--- src/rtl/osset_pkg.sv ---
package osset_pkg;

  // Set capacity and derived widths
  localparam int CAPACITY = 1024;
  localparam int IDX_W    = $clog2(CAPACITY);
  localparam int CNT_W    = $clog2(CAPACITY + 1);

  // Fixed field widths
  localparam int KEY_W  = 32;
  localparam int RANK_W = 11;
  localparam int LESS_W = 11;
  localparam int OP_W   = 2;
  localparam int STAT_W = 2;

  // Reduction tree: cells are OR-combined in groups, then across groups
  localparam int GROUP  = 32;
  localparam int NGROUP = (CAPACITY + GROUP - 1) / GROUP;

  localparam logic [OP_W-1:0] OP_INSERT = 2'd0;
  localparam logic [OP_W-1:0] OP_DELETE = 2'd1;
  localparam logic [OP_W-1:0] OP_SELECT = 2'd2;
  localparam logic [OP_W-1:0] OP_COUNT  = 2'd3;

  localparam logic [STAT_W-1:0] ST_OK      = 2'd0;
  localparam logic [STAT_W-1:0] ST_INVALID = 2'd1;
  localparam logic [STAT_W-1:0] ST_FULL    = 2'd2;

  typedef logic signed [KEY_W-1:0] key_t;

  typedef struct packed {
    logic [OP_W-1:0]   opcode;
    logic signed [KEY_W-1:0] key_value;
    logic [RANK_W-1:0] rank;
  } in_beat_t;

  typedef struct packed {
    logic signed [KEY_W-1:0] found_value;
    logic [LESS_W-1:0] less_count;
    logic [STAT_W-1:0] status;
  } out_beat_t;

  // What one cell contributes to the wired-OR reduction
  typedef struct packed {
    logic             hit;   // first cell not below the key
    logic             eq;    // cell holds the key
    logic [KEY_W-1:0] val;   // selected cell's value, else zero
    logic [IDX_W-1:0] pos;   // index of the hit cell, else zero
  } contrib_t;

  // Commands broadcast to every cell
  typedef struct packed {
    logic cmp;
    logic ins;
    logic del;
  } cell_cmd_t;

  typedef enum logic [2:0] {
    S_IDLE,
    S_CMP,
    S_RED1,
    S_RED2,
    S_APPLY
  } state_t;

endpackage

--- src/rtl/osset_cell.sv ---
module osset_cell (
  input  logic                          clk,
  input  osset_pkg::cell_cmd_t          cmd,
  input  logic [osset_pkg::IDX_W-1:0]   idx,
  input  logic [osset_pkg::CNT_W-1:0]   count,
  input  osset_pkg::key_t               key,
  input  logic [osset_pkg::RANK_W-1:0]  rank_m1,
  input  osset_pkg::key_t               left_val,
  input  logic                          left_lt,
  input  osset_pkg::key_t               right_val,
  output osset_pkg::key_t               val,
  output logic                          lt,
  output osset_pkg::contrib_t           contrib
);

  osset_pkg::key_t val_r, val_nxt;
  logic lt_r, eq_r, sel_r;
  logic occ;

  assign occ = 32'(idx) < 32'(count);

  always_ff @(posedge clk) begin
    if (cmd.cmp) begin
      lt_r  <= occ && (val_r < key);
      eq_r  <= occ && (val_r == key);
      sel_r <= occ && (32'(idx) == 32'(rank_m1));
    end
    val_r <= val_nxt;
  end

  // Insert shifts right from the insertion point, delete shifts left
  always_comb begin
    val_nxt = val_r;
    if (cmd.ins && !lt_r) begin
      val_nxt = left_lt ? key : left_val;
    end else if (cmd.del && !lt_r) begin
      val_nxt = right_val;
    end
  end

  always_comb begin
    contrib.hit = left_lt && !lt_r;
    contrib.eq  = eq_r;
    contrib.val = sel_r ? val_r : '0;
    contrib.pos = contrib.hit ? idx : '0;
  end

  assign val = val_r;
  assign lt  = lt_r;

endmodule

--- config.mk ---
export PLATFORM = sky130hd
export DESIGN_NAME = osset_cell
export DESIGN_NICKNAME = d
export VERILOG_FILES = /design/src/rtl/osset_pkg.sv /design/src/rtl/osset_cell.sv
export SDC_FILE = /design/constraint.sdc
export NUM_CORES = 1
export LEC_CHECK = 0
export BUFFER_PORTS_ARGS = -buffer_cell sky130_fd_sc_hd__buf_2
export CELL_PAD_IN_SITES_DETAIL_PLACEMENT = 0
export CELL_PAD_IN_SITES_GLOBAL_PLACEMENT = 1
export CORE_MARGIN = 2
export CORE_UTILIZATION = 30
export CTS_BUF_LIST = sky130_fd_sc_hd__clkbuf_16
export CTS_CLUSTER_SIZE = 25
export DETAILED_ROUTE_END_ITERATION = 12
export GPL_ROUTABILITY_DRIVEN = 0
export PLACE_DENSITY = 0.87
export REMOVE_ABC_BUFFERS = 1
export SYNTH_ARGS = -nofsm -noshare
export SYNTH_HDL_FRONTEND = slang
export SYNTH_SLANG_ARGS = --single-unit
--- constraint.sdc ---
create_clock -name clk -period 3.2 [get_ports clk]
set_clock_uncertainty 0.15 [all_clocks]
set_input_delay 0.16 -clock clk [delete_from_list [all_inputs] [get_ports clk]]
set_output_delay 0.16 -clock clk [all_outputs]
set_load 0.005 [all_outputs]
### Word level (Yosys, flattened, before mapping)

Cells that the tools add are included.

* magnitude comparators: 2
* equal/unequal tests: 2
* multiplexer cells: 5
* reductions and logical operators: 8

Operators by type and width (number)
* $mux W32: 4
* $eq A32 B32 Y1: 1
* $lt A32 B32 Y1: 1
* $eq A10 B11 Y1: 1
* $lt A10 B11 Y1: 1
* $mux W10: 1
* $logic_and A1 B1 Y1: 6
* $reduce_bool A2 Y1: 1
* $logic_not A1 Y1: 1

* register bits after elaboration: 35
* bits of input ports: 133
* output and inout port bits: 77
* logic and storage cells: 21

### Longest topological paths before layout

Gate-level depths: netlist of run 1.

* depth after elaboration: 4
* mapped depth: 7
* mapped depth without buffers: 7

### Worst setup path after synthesis of run 1

OpenSTA, ideal clock, no wires.

* path kind: register to register
* from: register lt_r (netlist: lt)
* to: register val_r[0] (netlist: val[0]) (enable)
* setup time: 422 ps
* arrival time: 1811 ps
* required time: 2628 ps
* setup slack: 817 ps
* cell stages (with the launch flop): 2
* buffers on the path: 0
* period minus slack after synthesis: 2383 ps
* cells stage by stage: edfxtp_1 > nor2_1

* longest elaborated chain between the ends: 3
* elaborated cells between the ends (all ways): 4
* those cells by class: reduce/logical: 4

RTL lines
* start, declared: line osset_cell.sv:17 `logic lt_r, eq_r, sel_r;`
* start signal, assigned: line osset_cell.sv:24 `lt_r <= occ && (val_r < key);`
* $logic_not A1 Y1 *: line osset_cell.sv:34, osset_cell.sv:36
* $logic_and A1 B1 Y1 (on tied branches): line osset_cell.sv:34, osset_cell.sv:36
* $reduce_bool A2 Y1 (no source line) *
* end signal, assigned: line osset_cell.sv:28 `val_r <= val_nxt;`
* end, declared: line osset_cell.sv:16 `osset_pkg::key_t val_r, val_nxt;`

Every way passes the cells marked *; elsewhere a longest branch is shown, timed or not.
A chain may end at the register's enable or synchronous reset.

### Worst setup path after layout of run 1

* from: register val_r[14] (netlist: val[14])
* to: register lt_r (netlist: lt), data pin

* longest elaborated chain between the ends: 2

RTL lines (line)
* $lt A32 B32 Y1: osset_cell.sv:24
* $logic_and A1 B1 Y1: osset_cell.sv:24

No other way between the ends.

==> results of run 1 <==
worst min-delay path by stage:
stage	start	end
6_report	right_val[11]	val[11]
5_1_grt	right_val[6]	val[6]
4_1_cts	right_val[14]	val[14]
3_5_place_dp	cmd[2]	sel_r
3_3_place_gp	cmd[2]	sel_r
2_1_floorplan	cmd[2]	eq_r
layout by cell type (no fill, tap or decap), drive strengths merged, types with 7 or more instances in the layout:
| master | instances |
|---|---|
| o21ai | 42 |
| mux2i | 32 |
| ha | 41 |
| and2 | 42 |
| buf | 211 |
| edfxtp | 35 |
| nand4 | 8 |
| xor2 | 7 |
| a21oi | 15 |
| inv | 44 |
| nand2 | 39 |
metrics by stage:
step           cell area, um2  utilization
4_1_cts                  4560        0.442
6_report                 4560        0.442
3_3_place_gp             4360        0.422
3_5_place_dp             4360        0.422
2_1_floorplan            3110            -
5_1_grt                  4560        0.442
registers in the layout (all words and copies together) (netlist names):
signal  cells
eq_r        1
val        32
lt          1
sel_r       1
kinds of logic after synthesis:
| family | after synthesis |
|---|---|
| fa+ha+maj | 41 |
| flops | 35 |
| xor+xnor | 10 |
| mux | 32 |
| buf+inv | 60 |
| compound gates | 69 |
| simple gates | 113 |
report_power, final:
group	switching, uW	internal, uW	leakage, uW
Clock	192	446	0.0000900
Sequential	55.8	605	0.000342
Combinational	324	297	0.00203
Total	572	1350	0.00246
per-layer routing:
layer	GRT usage	vias up	wire (um)
li1	-	1652	-
met1	0.194	1433	4060
met2	0.312	138	4880
met3	0.0395	8	760
met4	0.0399	0	113
met5	0	-	0
what timing repair did:
item	4_1_cts	5_1_grt
endpoints found under the hold margin	3	0
gates resized for setup	0	0
hold buffers	1	0
layout make-up:
| class | count | area share |
|---|---|---|
| Clock buffer | 5 | 0.0274 |
| Clock inverter | 3 | 0.0148 |
| Inverter | 44 | 0.0362 |
| Multi-Input combinational cell | 265 | 0.419 |
| Sequential cell | 35 | 0.231 |
| Tap cell | 136 | 0.0373 |
| Timing Repair Buffer | 212 | 0.235 |
critical path: cells and delay by family, from the launching register on:
kind	cells	cell delay, ns
AND/OR/NAND/NOR	2	0.71
AO/OA/AOI/OAI	3	0.43
flip-flops	1	0.42
adder cells (fa/ha/maj)	1	0.31
==> results.md, run 1 <==
Worst setup path:
- The capture instance of the worst register-to-register path is lt.
- The largest individual stage delay along the critical path comes from the cell or4_1.
- The kind of end point of the critical path is a flip-flop.
- The required time at the endpoint of the critical path is 3.06 ns.
- The delay contributed by the slowest stage of the critical path is 0.59 ns.
- Along the worst path, the maximum fanout reaches 3.
- For the worst setup path, the data arrival time is 2.16 ns.
- The worst flop-to-flop path startpoint is val[14].
- The critical path ends at lt.
- The start point of the critical path is val[14].
- The critical path start-end classification is flip-flop to flip-flop.
- The startpoint type of the worst setup path is a flip-flop.
- Traced cell by cell, the critical path runs through ha_1, nand4_1, or4_1, a21o_1, a31oi_1, o31ai_1.
- The setup slack of the worst register-to-register path is 0.91 ns.
- The worst register-to-register path has a depth of 6.

Route:
- After detailed routing, the number of remaining DRC violations is 0.
- Using the TritonRoute via totals, the vias-per-cell ratio works out to 4.62.
- The detailed router finished its first iteration with 67 violations.
- The residual antenna-violating net count after detailed routing is 0.
- In the final routed layout, each cell accounts on average for 14.0 um.
- Summing over every cut layer, the via total after detailed routing is 3231.
- Wires add up to 9.82 mm.
- The number of iterations in the first detailed-routing pass is 6.

STA:
- Timing would allow up to 436 MHz.
- The final count of hold timing violations is 0.
- The number of pins exceeding their max-slew limit in the final report is 0.
- Summed over all failing endpoints, the final setup total negative slack is 0 ns.
- The post-route clock period utilization is 0.716.
- For the pin with the worst max-slew slack, the measured transition is 0.994 ns.
- The tightest hold path in the finished design has a slack of 0.0125 ns.
- The worst pin sits at a relative slew slack of 0.337.
- Setup repair after global routing left no endpoint under its margin.
- Setup violations remaining at the end of the flow were counted as 0.
- The smallest clock period supported by the final layout is computed as 2.29 ns.
- Across all setup checks in the final design, the least slack found is 0.908 ns.

Logic synthesis:
- The sequential cell area fraction in the yosys report is 0.330.
- The synthesized-area fraction occupied by ao, oa, aoi and oai cells is 0.118.
- The synthesized netlist occupies a cell area of 0.00318 mm2.
- In the post-synthesis netlist, the cell with the most instances is inv_1.
- In this run, synthesis inferred 35 flip-flops with an integrated enable.
- Of the total synthesized cell area, the portion taken by full adders, half adders and majority gates is 0.161.
- Of all flip-flops after synthesis, the portion carrying an async set or reset was 0.
- Synthesis instantiated 32 different standard cells from the library.
- Of the post-synthesis cell area, the part taken by muxes is 0.101.
- The dominant combinational cell family by area after synthesis is simple AND/OR/NAND/NOR gates.
- The xor and xnor fraction of the mapped netlist area is 0.0275.
- The simple-gate share of the synthesized area is 0.189.
- Synthesis handed over a netlist of 360 instances.
- Ranked by total cell area, the synthesized netlist is headed by edfxtp_1 33%, ha_1 16%, mux2i_1 10%, and2_1 8.3%, o21ai_1 5.8%.
- The count of synthesis-stage warnings from yosys is 0.
- The mean instance size in the synthesized netlist is 8.84 um2.
- The top cell type's share of synthesized area is 0.330.
- After synthesis, the most frequently instantiated cells are 44 x inv_1, 42 x and2_1, 41 x ha_1, 39 x nand2_1, 37 x o21ai_1.
- The most used flip-flop cell after synthesis is edfxtp_1.
- Summed over all instances, the cell type with the most area after synthesis is edfxtp_1.
- Synthesis inferred 35 register bits.

Layout:
- The number of nets in the finished design is 737.
- The area growth from synthesis to layout is 43.3%.
- The repair_antennas step left the layout with diodes totalling 0.
- In the final layout, the multi-input gates occupy 0.00191 mm2.
- The area taken by flip-flops and latches is 0.00105 mm2.
- The filler cells instantiated in the layout total 1044.
- The number of standard cells in the layout, taps in and fillers out is 700.
- The proportion of layout cells with a drive suffix above 1 is 0.392.

Clock tree:
- The number of H-tree levels is 2.
- The buffer depth of the longest clock path is 2.
- Clock latency on the worst-skew pair, taken at its later pin, is 0.28 ns.
- The number of buffers inserted during clock tree synthesis is 5.
- The clock net in this run drives a total of 35 sinks.
- Clock tree synthesis selected as its root buffer the cell clkbuf_16.
- Clock-pin slew was measured on the worst setup and hold paths at 0.06 ns.
- The clock tree from TritonCTS is yes.
- Post-CTS timing repair inserted 0 buffers for setup.

Pwr:
- The maximum vdd drop is 0.219 mV.
- The total leakage power is 0.00246 uW.
- For this design the ratio of total power to cell area is 421 mW/mm2.
- The overall power after layout is 1920 uW.

Die:
- The die covers 0.0114 mm2.
- The x dimension of the die is 107 um.
- For this configuration, the core starts out at a cell density of 0.308.
- The core region is 0.0103 mm2.
- The number of top-level pins is 210.
- The initialized floorplan defines 37 standard-cell rows.
- The die is 107 um tall.

Outcome:
- The run finished with clean final reports.

Hold path:
- The min-delay analysis places its worst path in the category input port to flip-flop.
- The number of cells on the worst hold path is 3.

Global routing:
- The largest net degree at the start of global routing is 65.
- The global-route total usage across every layer is 0.168.
- The first global-routing pass estimated 15.2 mm of wire.
- The number of global-route vias before repair is 3191.
- The number of antenna violations at the first check in global routing is 0.
- Global routing finished with a remaining overflow of 0.

Flow run:
- The count of max-cap constraint violations is 0.

Place:
- Including well taps, the total number of placed cells is 691.
- Before CTS, the worst setup slack after placement is 0.905 ns.
- The total half-perimeter wirelength after legalization and detailed placement is 8.10 mm.
- Port buffering added 209 buffers.
Power figures use the tool's default switching activity.
==> inputs of run 2 (changes only) <==
Clock period 3.2 ns to 2.4 ns, I/O delays scaled along.
==> results.md, run 2 (synthesis results as in run 1) <==
STA:
- The number of pins exceeding their max-slew limit in the final report was 0.
- The highest clock rate is 436 MHz.
- The post-route clock period utilization is 0.956.
- For the finished layout, the period the worst path requires is 2.30 ns.
- Setup violations remaining at the end of the flow were counted as 0.
- The setup TNS is 0 ns.
- The slew at the pin closest to its max-slew limit is 0.612 ns.
- Setup repair after global routing left no endpoint under its margin.
- The worst slew slack as a fraction of its limit is 0.591.
- The final count of hold timing violations was 0.

Worst setup path:
- Together, buffers and inverters on the worst path number 0.
- The setup slack of the worst register-to-register path is 0.10 ns.
- The required time at the endpoint of the critical path is 2.26 ns.
- The worst register-to-register path ends at lt.
- The family with the most delay on the worst path is simple AND/OR/NAND/NOR gates.
- The kind of end point of the critical path is a flip-flop.
- STA classifies the critical path startpoint as a flip-flop.
- The slowest stage of the critical path is the or4_4 cell.
- The critical path start-end classification is flip-flop to flip-flop.
- Of all nets on the critical path, the largest fanout is 3.
- The delay contributed by the slowest stage of the critical path is 0.55 ns.
- The critical path goes through ha_4, nand4_1, or4_4, a21o_1, a31oi_1, o31ai_1.
- Data arrives at the worst endpoint at 2.16 ns.
- The logic depth of the worst register-to-register path is 6.
- In this run the critical register-to-register path is launched from val[11].

Global routing:
- The wire length of the first global-routing pass is 16.2 mm.
- Entering global routing, the biggest net connects 43 pins.
- Across every metal layer, demand over resource in global routing totals 0.179.
- The number of global-route vias before repair is 3427.
- The number of antenna violations at the first check in global routing is 0.
- The sum of overflow across all layers after global routing is 0.

Place:
- Once detailed placement completed, the half-perimeter wirelength came to 8.32 mm.
- The count of buffers added on input and output ports is 209.
- Including well taps, the total number of placed cells is 694.

Hold path:
- The worst hold endpoint is val[16].
- The number of cells on the worst hold path is 3.
- The path class of the tightest hold or removal check is input port to flip-flop.
- The worst hold path begins at right_val[16].

Layout:
- Once layout is complete, the cells apart from fillers number 729.
- The number of flip-flops in the largest register is 32.
- In the final design database the tool counted 767 nets.
- The number of antenna diodes in the final layout is 0.
- Leaving out fill and tap cells, the most frequent cell in the layout is buf_2.
- The top cell types in the final layout, fill and taps aside, are 209 x buf_2, 44 x inv_1, 42 x and2_1.
- After filler insertion, the fill cell instance count of the layout stands at 1009.
- The proportion of layout cells with a drive suffix above 1 is 0.381.
- From synthesis to final layout, the design area changed by 52.1%.

Die:
- For this configuration, the core starts out at a cell density of 0.308.
- For this design the top-level I/O count stands at 210.
- The area inside the core boundary is 0.0103 mm2.
- The die footprint is 0.0114 mm2.
- The die extent in y is 107 um.
- From left edge to right edge, the die measures 107 um.
- In this run the core area contains 37 standard-cell rows.

Route:
- The detail-routed net length per standard cell is 14.4 um.
- The via density per instance is 4.63.
- For this run, design rule violations remaining after detail routing come to 0.
- The detailed router finished its first iteration with 106 violations.
- The total routed wirelength is 10.5 mm.
- The first detailed-routing pass took 4 iterations.
- The residual antenna-violating net count after detailed routing is 0.
- Across all layers, the routed design uses 3378 vias.

Clock tree:
- The number of buffers inserted during clock tree synthesis is 5.
- The clock tree from TritonCTS is yes.
- For the worst-skew pair, the clock arrives at the later sink with an insertion delay of 0.28 ns.
- The clock root buffer master is clkbuf_16.
- The buffer depth of the longest clock path is 2.
- Clock-pin slew was measured on the worst setup and hold paths at 0.06 ns.
- The number of H-tree levels is 2.
- The clock net in this run drives a total of 35 sinks.

Pwr:
- The worst-case IR drop observed on VDD is 0.265 mV.
- The power per standard cell area is 497 mW/mm2.
- The total leakage power is 0.00258 uW.

Flow run:
- The count of max-cap constraint violations is 0.

Outcome:
- The flow ran to the end, and the final reports show no timing, DRC or antenna violations.
==> run 2: changes by cell type in the layout (fill, tap and decap cells not counted) <==
cell | previous run | this run
buf_4 | 2 | 4
bufinv_16 | 2 | 0
clkinv_2 | 0 | 1
ha_4 | 0 | 1
or4_1 | 3 | 2
or4_4 | 0 | 1
dlygate4sd3_1 | 1 | 26
clkinvlp_4 | 1 | 0
buf_12 | 0 | 3
ha_1 | 41 | 40
clkinv_1 | 0 | 1
==> run 2: worst max path at each step <==
stage            start      to  slack [ns]  cells after the start
3_3_place_gp   val[15]      lt        0.14                      6
6_report       val[11]      lt        0.10                      6
4_1_cts        val[11]      lt        0.05                      6
5_1_grt        val[15]      lt       0.009                      6
3_5_place_dp   val[11]      lt        0.07                      6
2_1_floorplan       lt  val[0]        0.02                      1
==> run 2: layout make-up <==
class                      count  area, um2  area share
sequential                    35       1050       0.217
inverter                      44        165      0.0341
clock buffer                   5        125      0.0258
tap                          136        170      0.0352
clock inverter                 2       8.76     0.00181
multi-input combinational    265       1920       0.398
timing repair buffer         242       1400       0.288
==> run 2: worst register-to-register path, delay by kind of cell (launching register included) <==
family          cells  cell delay, ns
flops               1            0.46
fa+ha+maj           1            0.32
simple gates        2            0.68
compound gates      3            0.43
==> run 2: report_power, final <==
part | leakage (uW) | total, uW | internal [uW] | switching (uW)
Sequential | 0.000342 | 877 | 805 | 71.6
Combinational | 0.00217 | 910 | 454 | 456
Clock | 0.0000671 | 617 | 373 | 244
==> run 2: per-stage QoR <==
step	hold slack (ns)	setup WS, ns	cell area (um2)	power (uW)	utilization
after floorplan	0.0825	0.0170	3110	1310	-
after global placement	0.219	0.143	4420	1740	0.428
after detailed placement	0.222	0.0651	4420	1760	0.428
after CTS	0.00134	0.0510	4810	2420	0.466
after global routing	0.0106	0.00856	4840	2570	0.469
final	0.00285	0.105	4840	2400	0.469
==> run 2: what timing repair did <==
item / in CTS / in global routing
buffers inserted: 0 / 2
setup endpoints to repair: 0 / 1
hold endpoints to repair: 28 / 0
resized for setup: 0 / 2
hold buffers: 26 / 0
==> run 2: layer usage <==
layer	up-vias	track usage	routed length, um
li1	1712	-	-
met2	146	0.335	5370
met3	9	0.0401	784
met1	1511	0.206	4270
met5	-	0	0
met4	0	0.0399	87
==> inputs of run 3 (changes only) <==
Settings changed: HOLD_SLACK_MARGIN set to 0.03.
Clock period 2.4 ns to 2.6 ns, I/O delays scaled along.
==> results.md, run 3 (synthesis results as in run 1) <==
Outcome:
- The flow ran to the end, and the final reports show no timing, DRC or antenna violations.

STA:
- Of the available clock period, the critical path in the final layout requires 0.890.
- Timing would allow up to 432 MHz.
- The total setup violations reported at the end of the flow is 0.
- The worst path needs 2.32 ns of the cycle, external delays included.
- Setup slack closes at 0.285 ns.
- The slew at the pin closest to its max-slew limit is 0.591 ns.
- The number of pins exceeding their max-slew limit in the final report is 0.
- The setup TNS is 0 ns.
- In this run the tightest slew margin relative to its limit is 0.605.
- Setup repair after global routing left no endpoint under its margin.
- Across all hold checks on the routed design, the worst slack comes to 0.0491 ns.
- The final count of hold timing violations is 0.

Die:
- 210 I/O pins were placed.
- The number of core rows is 37.
- The die is 107 um tall.
- For this configuration, the core starts out at a cell density of 0.308.
- The die footprint is 0.0114 mm2.
- The x dimension of the die is 107 um.
- The area inside the core boundary is 0.0103 mm2.

Route:
- The pre-antenna-repair detailed-routing pass consisted of 4 iterations.
- Summing over every cut layer, the via total after detailed routing is 3406.
- The number of violations reported at the end of detailed-routing iteration 0 is 127.
- The detail-routed net length per standard cell is 14.4 um.
- The residual antenna-violating net count after detailed routing is 0.
- After detailed routing, the number of vias per cell comes to 4.65.
- The post-detailed-route DRC marker count is 0.
- The total routed wirelength is 10.6 mm.

Clock tree:
- The clock root buffer master is clkbuf_16.
- After clock tree synthesis, the clock-pin slew on the worst setup and hold paths is 0.06 ns.
- The clock tree from TritonCTS is yes.
- Counting along the longest clock path gives a buffer depth of 2.
- The clock network latency to the later pin of the worst-skew pair is 0.27 ns.
- The number of H-tree levels is 2.
- For this design, the sink count on the clock tree is 35.
- The number of buffers inserted during clock tree synthesis is 5.

Layout:
- The antenna cell count is 0.
- The area added between synthesis and finish is 52.5%.
- In the final layout, the share of cells above drive strength 1 is 0.370.
- The utilization after layout is 0.470.
- The commonest non-fill, non-tap cell in the layout is buf_2.
- The number of flip-flops in the largest register is 32.
- Leaving out fill and tap cells, the most frequent cells in the layout are 209 x buf_2, 46 x inv_1, 42 x and2_1.
- The final layout contains 770 nets.

Hold path:
- The number of cells on the worst hold path is 3.
- The classification of the worst-slack hold path is input port to flip-flop.
- The critical hold path startpoint is left_val[20].
- For hold timing, the worst endpoint is val[20].

Worst setup path:
- The required time at the endpoint of the critical path is 2.47 ns.
- The critical path start-end classification is flip-flop to flip-flop.
- The signal on the critical path passes through ha_1, nand4_1, or4_1, a21o_1, a31oi_1, o31ai_1.
- The logic depth of the worst register-to-register path is 6.
- The setup slack of the worst register-to-register path is 0.28 ns.
- The delay contributed by the slowest stage of the critical path is 0.57 ns.
- The worst setup path is launched from a flip-flop.
- STA classifies the critical path endpoint as a flip-flop.
- The worst flop-to-flop path startpoint is val[11].
- The data arrival time at the worst-slack endpoint is 2.18 ns.
- The slowest cell on the critical path is or4_1.
- The capture instance of the worst register-to-register path is lt.
- Along the worst path, the maximum fanout reaches 3.

Global routing:
- The global-route total usage across every layer is 0.180.
- The fraction of met1 tracks used by global routing is 0.210.
- The layer flagged by global routing as most heavily used is met2.
- The number of antenna violations at the first check in global routing is 0.
- The sum of overflow across all layers after global routing is 0.
- The fraction of met3 tracks used by global routing is 0.0371.
- For met2 alone, demand over resource in global routing was 0.338.
- The number of global-route vias before repair is 3422.
- Entering global routing, the biggest net connects 43 pins.
- The first global-routing pass estimated 16.2 mm of wire.

Pwr:
- The internal portion of the total power is 1500 uW.
- The share of total power dissipated in combinational logic is 0.374.
- Of the total power, the share spent switching nets is 0.322.
- The sequential share of power is 0.367.
- Summed over all cells, the static leakage comes to 0.00260 uW.
- Power spread over the standard cell area amounts to 455 mW/mm2.
- The net switching power is 711 uW.
- The worst-case IR drop observed on VDD is 0.243 mV.
- Of the total power, the clock network draws 0.259.

Flow run:
- Max-cap violations in this run came to 0.

Place:
- Detailed placement finished with a half-perimeter wire length of 8.29 mm.
- The count of buffers added on input and output ports is 209.
- The setup slack after placement is 0.285 ns.
## run 3: routing by layer
metal | part of all wire | routed length [um] | vias to the layer above
li1 | - | - | 1721
met1 | 0.42 | 4450 | 1544
met2 | 0.50 | 5320 | 132
met3 | 0.066 | 694 | 9
met4 | 0.0090 | 95 | 0
met5 | 0 | 0 | -
## run 3: critical path: cells and delay by family (launching register included)
family          cells  cell delay [ns]
simple gates        2             0.71
compound gates      3             0.43
flops               1             0.42
fa+ha+maj           1             0.35
## run 3: power by group through the flow
stage / sequential, uW / clock [uW] / combinational [uW]
2_1_floorplan: 818 / 0 / 388
3_3_place_gp: 814 / 0 / 782
3_5_place_dp: 824 / 0 / 793
4_1_cts: 812 / 593 / 833
5_1_grt: 824 / 615 / 934
6_report: 810 / 573 / 826
## run 3: cell type report
class	count	area, um2
well taps	136	170
clock inverters	3	12.5
inverters	44	165
repair buffers	245	1420
clock buffers	5	125
flip-flops and latches	35	1050
multi-input cells	265	1910
fillers	1000	5470
## run 3: worst max-delay path by stage
stage / startpoint / endpoint / slack, ns / cells after the start
after global placement: val[11] / lt / 0.36 / 6
after detailed placement: val[11] / lt / 0.28 / 6
after global routing: val[13] / lt / 0.14 / 6
after floorplan: lt / val[0] / 0.22 / 1
final: val[11] / lt / 0.28 / 6
after CTS: val[11] / lt / 0.27 / 6
## run 3: per-stage QoR
| step | cell area [um2] | total power [uW] | instances |
|---|---|---|---|
| finish | 4850 | 2210 | 733 |
| global route | 4850 | 2370 | 733 |
| CTS | 4850 | 2240 | 733 |
| detailed placement | 4400 | 1620 | 693 |
| global placement | 4400 | 1600 | 693 |
| floorplan | 3110 | 1210 | 344 |
## run 3: what timing repair did
action                                  in CTS  in global routing
buffers inserted                             0                  0
hold buffers                                32                  0
endpoints found under the setup margin       0                  0
endpoints found under the hold margin       34                  0
gates resized for setup                      0                  0
